--- src/design/nclu_pkg.sv ---
package nclu_pkg;

  // Field widths of the request and result channels
  localparam int ADDR_W     = 32;
  localparam int TAG_W      = 32;
  localparam int WAY_OUT_W  = 2;
  localparam int SET_OUT_W  = 6;
  localparam int IN_TDATA_W = 32;
  localparam int OUT_PAD_W  = 7;
  localparam int OUT_TDATA_W = 1 + WAY_OUT_W + SET_OUT_W + OUT_PAD_W;

  // Configuration register widths and limits
  localparam int OFFSET_W     = 5;
  localparam int INDEX_W      = 3;
  localparam int SHIFT_W      = 6;
  localparam int MAX_INDEX    = 6;
  localparam int RAW_SETS     = 64;
  localparam int CFG_ADDR_W   = 3;
  localparam int CFG_DATA_W   = 32;
  localparam logic [OFFSET_W-1:0] OFFSET_RST = 5'd0;
  localparam logic [INDEX_W-1:0]  INDEX_RST  = 3'd6;

  // Register select: bit 2 of the byte address
  localparam logic REG_OFFSET_BITS = 1'b0;
  localparam logic REG_INDEX_BITS  = 1'b1;

  typedef struct packed {
    logic [OFFSET_W-1:0] offset_bits;
    logic [INDEX_W-1:0]  index_bits;
  } nclu_cfg_t;

  typedef enum logic [1:0] {
    ST_IDLE,
    ST_READ,
    ST_DECIDE
  } nclu_state_t;

  typedef struct packed {
    logic load;
    logic commit;
  } nclu_cmd_t;

  typedef struct packed {
    logic out_free;
  } nclu_sts_t;

endpackage

--- src/design/nclu_cfg.sv ---
module nclu_cfg (
  input  logic                              clk,
  input  logic                              rst_n,
  input  logic                              cfg_psel,
  input  logic                              cfg_penable,
  input  logic                              cfg_pwrite,
  input  logic [nclu_pkg::CFG_ADDR_W-1:0]   cfg_paddr,
  input  logic [nclu_pkg::CFG_DATA_W-1:0]   cfg_pwdata,
  output logic [nclu_pkg::CFG_DATA_W-1:0]   cfg_prdata,
  output logic                              cfg_pready,
  output nclu_pkg::nclu_cfg_t               cfg
);

  logic [nclu_pkg::OFFSET_W-1:0] offset_bits_r;
  logic [nclu_pkg::INDEX_W-1:0]  index_bits_r;
  logic                          wr_en;

  assign cfg_pready = 1'b1;
  assign wr_en      = cfg_psel && cfg_penable && cfg_pwrite && cfg_pready;

  // Write the selected register at the access cycle
  always_ff @(posedge clk) begin
    if (!rst_n) begin
      offset_bits_r <= nclu_pkg::OFFSET_RST;
      index_bits_r  <= nclu_pkg::INDEX_RST;
    end else if (wr_en) begin
      case (cfg_paddr[2])
        nclu_pkg::REG_OFFSET_BITS: offset_bits_r <= cfg_pwdata[nclu_pkg::OFFSET_W-1:0];
        nclu_pkg::REG_INDEX_BITS:  index_bits_r  <= cfg_pwdata[nclu_pkg::INDEX_W-1:0];
        default: ;
      endcase
    end
  end

  // Read back
  always_comb begin
    cfg_prdata = '0;
    case (cfg_paddr[2])
      nclu_pkg::REG_OFFSET_BITS: cfg_prdata[nclu_pkg::OFFSET_W-1:0] = offset_bits_r;
      nclu_pkg::REG_INDEX_BITS:  cfg_prdata[nclu_pkg::INDEX_W-1:0]  = index_bits_r;
      default: cfg_prdata = '0;
    endcase
  end

  assign cfg.offset_bits = offset_bits_r;
  assign cfg.index_bits  = index_bits_r;

endmodule

--- config.mk ---
export PLATFORM = sky130hd
export DESIGN_NAME = nclu_cfg
export DESIGN_NICKNAME = d
export VERILOG_FILES = /design/src/design/nclu_pkg.sv /design/src/design/nclu_cfg.sv
export SDC_FILE = /design/constraint.sdc
export NUM_CORES = 1
export LEC_CHECK = 0
export ABC_CLOCK_PERIOD_IN_PS = 930
export BUFFER_PORTS_ARGS = -buffer_cell sky130_fd_sc_hd__buf_2
export CAP_MARGIN = 5
export CORE_UTILIZATION = 32
export CTS_BUF_LIST = sky130_fd_sc_hd__clkbuf_8
export CTS_CLUSTER_SIZE = 14
export DETAILED_ROUTE_END_ITERATION = 8
export PLACE_DENSITY = 0.82
export SETUP_SLACK_MARGIN = 0.5
export SYNTH_ARGS = -nofsm -noshare
export SYNTH_HDL_FRONTEND = slang
export SYNTH_SLANG_ARGS = --single-unit
--- constraint.sdc ---
create_clock -name clk -period 0.93 [get_ports clk]
set_clock_uncertainty 0.1 [all_clocks]
set_input_delay 0.0465 -clock clk [delete_from_list [all_inputs] [get_ports clk]]
set_output_delay 0.0465 -clock clk [all_outputs]
set_load 0.01 [all_outputs]
Yosys cells after proc, flatten, opt, wreduce, memory -nomap -nowiden
Index checks and enable logic that the tools add are counted.
Storage, ports and cells
  flip-flop bits (word level): 8
  input port bits: 40
  output and inout bits: 41
  logic and storage cells: 9
Operators by class
  mux-type cells: 2
  bitwise operators: 1
  reductions and logical operators: 4
Operators by type and width (number)
  $pmux 3 s2: 1
  $reduce_and 2->1: 2
  $logic_and 1x1->1: 2
  $mux 2: 1
  $not 1->1: 1

Depth between registers and ports, before layout
  word-level depth: 3
  mapped depth: 3

Worst setup path before layout
Ideal clock, no wire load.
  path kind: register to output
  start: register index_bits_r[1] (netlist name)
  end: output port cfg_prdata[1] (netlist name)
  arrival time: 0.618 ns
  required time: 0.783 ns
  setup slack: 0.166 ns
  stages on the path, launching flop included: 2
  buffers on the path: 0
  path through: dfxtp_1 -> mux2_2
Between the ends
  cells in the longest elaborated chain, start to end: 1
RTL lines
  start: declaration: RTL line nclu_cfg.sv:15  | logic [nclu_pkg::INDEX_W-1:0] index_bits_r;
  start signal: assignment: RTL line nclu_cfg.sv:25  | index_bits_r <= nclu_pkg::INDEX_RST;
  start signal: assignment: RTL line nclu_cfg.sv:29  | nclu_pkg::REG_INDEX_BITS: index_bits_r <= cfg_pwdata[nclu_pkg::INDEX_W-1:0];
  $pmux 3 s2: RTL line nclu_cfg.sv:38  | case (cfg_paddr[2])
  end: declaration: RTL line nclu_cfg.sv:9  | output logic [nclu_pkg::CFG_DATA_W-1:0] cfg_prdata,
Every way passes these cells.

Final worst setup path
  start: register offset_bits_r[2] (netlist name)
  end: output port cfg_prdata[2] (netlist name)
Between the ends
  cells in the longest elaborated chain, start to end: 1
RTL lines
  start: declaration: RTL line nclu_cfg.sv:14  | logic [nclu_pkg::OFFSET_W-1:0] offset_bits_r;
  start signal: assignment: RTL line nclu_cfg.sv:24  | offset_bits_r <= nclu_pkg::OFFSET_RST;
  start signal: assignment: RTL line nclu_cfg.sv:28  | nclu_pkg::REG_OFFSET_BITS: offset_bits_r <= cfg_pwdata[nclu_pkg::OFFSET_W-1:0];
  $pmux 3 s2: RTL line nclu_cfg.sv:38
Every way passes these cells.

==> results.toml <==
[critical_path]
crit_chain = "mux2_4 > buf_6"
startpoint_type = "register"
worstSetupPathType = "register to output port"
cp.required_ns = 0.78
crit_buf_inv = 1
crit_fanout = 2
cp-end-kind = "output port"
max_stage_delay_ns = 0.31
cp_slowest_cell = "dfxtp_2"
critPathTopFamily = "flip-flops"
crit_arrival_ns = 0.93

[timing]
worst_hold_slack_ns = -0.0373
setup_viol = 7
setup_tns_ns = -0.771
hold_viol_final = 4
finalCritPeriodShare_pct = 116
timing.final.ws_setup_ns = -0.150
layout_min_cycle_time_ns = 1.08
rsz0062_at_grt = "true"
clock.fmax_mhz = 926
slew_violations = 0

[die]
core_sq_mm = 0.00176
initial_core_util_pct = 34.9
boundaryPins = 81
die_h_um = 45.9
die_w_um = 45.9
row_count = 15
die_area_sq_mm = 0.00210

[yosys]
synthTopCellsByArea = "buf_4 34%, dfxtp_1 26%, mux2i_1 13%, nand2_1 6.7%, mux2_2 5.5%"
yosys.area_share.simple_pct = 16.9
synth_top_family_by_area = "buffers and inverters"
yosysSeqAreaShare_pct = 26.0
synth_top_area_share_pct = 34.1
syn-instance-count = 71
async_reset_ff_share_pct = 0
syn_area_sq_um = 616
synth-seq-cells = 8
ys_types = 13
syn_area_per_cell_sq_um = 8.67
synth-xor-area-share_pct = 0
yosys-top-cells-count = "28 x buf_4, 11 x nand2_1, 8 x dfxtp_1, 8 x mux2i_1, 4 x nor2b_1"
synth_warnings = 0
synth_flop_cell = "dfxtp_1"
synth_mux_area_share_pct = 18.5
synth-edff-count = 0
synth_fa_ha_area_share_pct = 0
synth_largest_area_cell = "buf_4"
synth_compound_gate_area_share_pct = 0
synth_most_common_cell = "buf_4"

[place]
hpwl_um = 842
placed_area_sq_um = 682
port_buffers = 23
place.gp.congestion = 0.653

[route]
dr_wl_met3_um = 79
highest_layer = "met3"
drcViolationCount = 0
ant_nets = 0
wire_per_inst_um = 9.72
drtIter0Drc = 4
met1Wirelength_um = 452
vias = 489
drt-total-wl_mm = 1.26
routed_via_density = 3.76
met2WireLength_um = 731
drt_first_pass_iters = 3

[clock_tree]
clk_pin_slew_worst_paths_ns = 0.04
insertion_delay_ns = 0.22
cts_made_buffers = 3
htree_levels = 1
tritoncts = "yes"
cts.path.max_buffers = 2
cts_sinks = 8
root_buffer = "clkbuf_8"

[final_layout]
syn_to_final_growth_pct = 47.0
multi_input_area_sq_um = 348
fillers = 168
nets = 147
drive_gt1_share_pct = 55.2
regArea_sq_um = 170
insertedDiodeCount = 0
stdcell_area_sq_um = 905

[job]
drv_cap = 0

[grt]
grt_pass1_vias = 378
grt_max_degree = 16
grt_use_total_pct = 11.1
grt_pass1_wl_mm = 1.57
antenna_found_initial = 0
gr-total-overflow = 0

[power]
vdd_drop_max_mv = 0.429
power.density_mw_per_mm2 = 1080
p_leak_nw = 0.459
p_total_uw = 976

[status]
outcome = "finished, violations left"
violations = "negative hold slack, negative setup slack"

[min_path]
hold_class = "primary input to register"
sequential cells by signal (all words and copies together) (netlist names):
name	cells
index_bits_r	3
offset_bits_r	5
logic make-up (layout without fill, tap and decap cells):
logic type / count (synthesis) / in the layout
multiplexers: 11 / 11
AND/OR/NAND/NOR: 19 / 19
buffers and inverters: 31 / 39
flip-flops: 8 / 8
other: 2 / 28
cell type report:
class | instances | share of cell area, %
multi-input cells | 58 | 38.5
repair buffers | 36 | 34.7
flip-flops and latches | 8 | 18.8
clock buffers | 3 | 4.56
well taps | 25 | 3.46
metal layers:
layer	GRT usage [%]	vias to the layer above
met5	0	-
met4	7.06	0
met3	3.57	0
met2	20.6	29
met1	10.1	222
li1	-	238
metrics by stage:
step | instances | util [%] | hold WS [ns] | setup slack, ns
3_5_place_dp | 118 | 38.7 | 0.200 | -0.0317
2_1_floorplan | 97 | - | 0.0811 | 0.185
6_report | 130 | 51.3 | -0.0373 | -0.150
3_3_place_gp | 118 | 38.7 | 0.197 | 0.0208
4_1_cts | 127 | 49.3 | -0.0389 | -0.155
5_1_grt | 130 | 51.3 | -0.0252 | -0.167
worst paths after layout:
path / from / endpoint / slack, ns / cells after the start
worst max-delay path: offset_bits_r[2] / cfg_prdata[2] / -0.15 / 2
worst min-delay path: cfg_pwdata[3] / offset_bits_r[3] / -0.04 / 3
worst max register to register: offset_bits_r[2] / offset_bits_r[2] / 0.06 / 4
worst min register to register: index_bits_r[0] / index_bits_r[0] / 0.39 / 2
worst register-to-register path, stage by stage, from the launching register on:
cell     delay, ns
dfxtp_2       0.31
buf_4         0.13
buf_6         0.11
nand2_2       0.04
mux2i_1       0.06
power breakdown:
group          total, mW  internal [mW]  switching (mW)
logic              0.204         0.0919           0.112
registers          0.359          0.354         0.00516
clock network      0.413          0.280           0.133
cells in the final DEF, fill, tap and decap left out, drive strengths merged:
cell    count
buf        36
conb       28
clkbuf      3
and2b       2
nand2      11
mux2i       8
and4b       1
nor2b       4
mux2        3
and4        1
dfxtp       8
timing repair:
item                                    4_1_cts  5_1_grt
endpoints found under the setup margin       21       21
buffers inserted                              6        3
hold endpoints to repair                      7        4
gates resized for setup                      20        4
cloned                                        0        0
pin swaps                                     0        0
(Power assumes the default switching activity.)
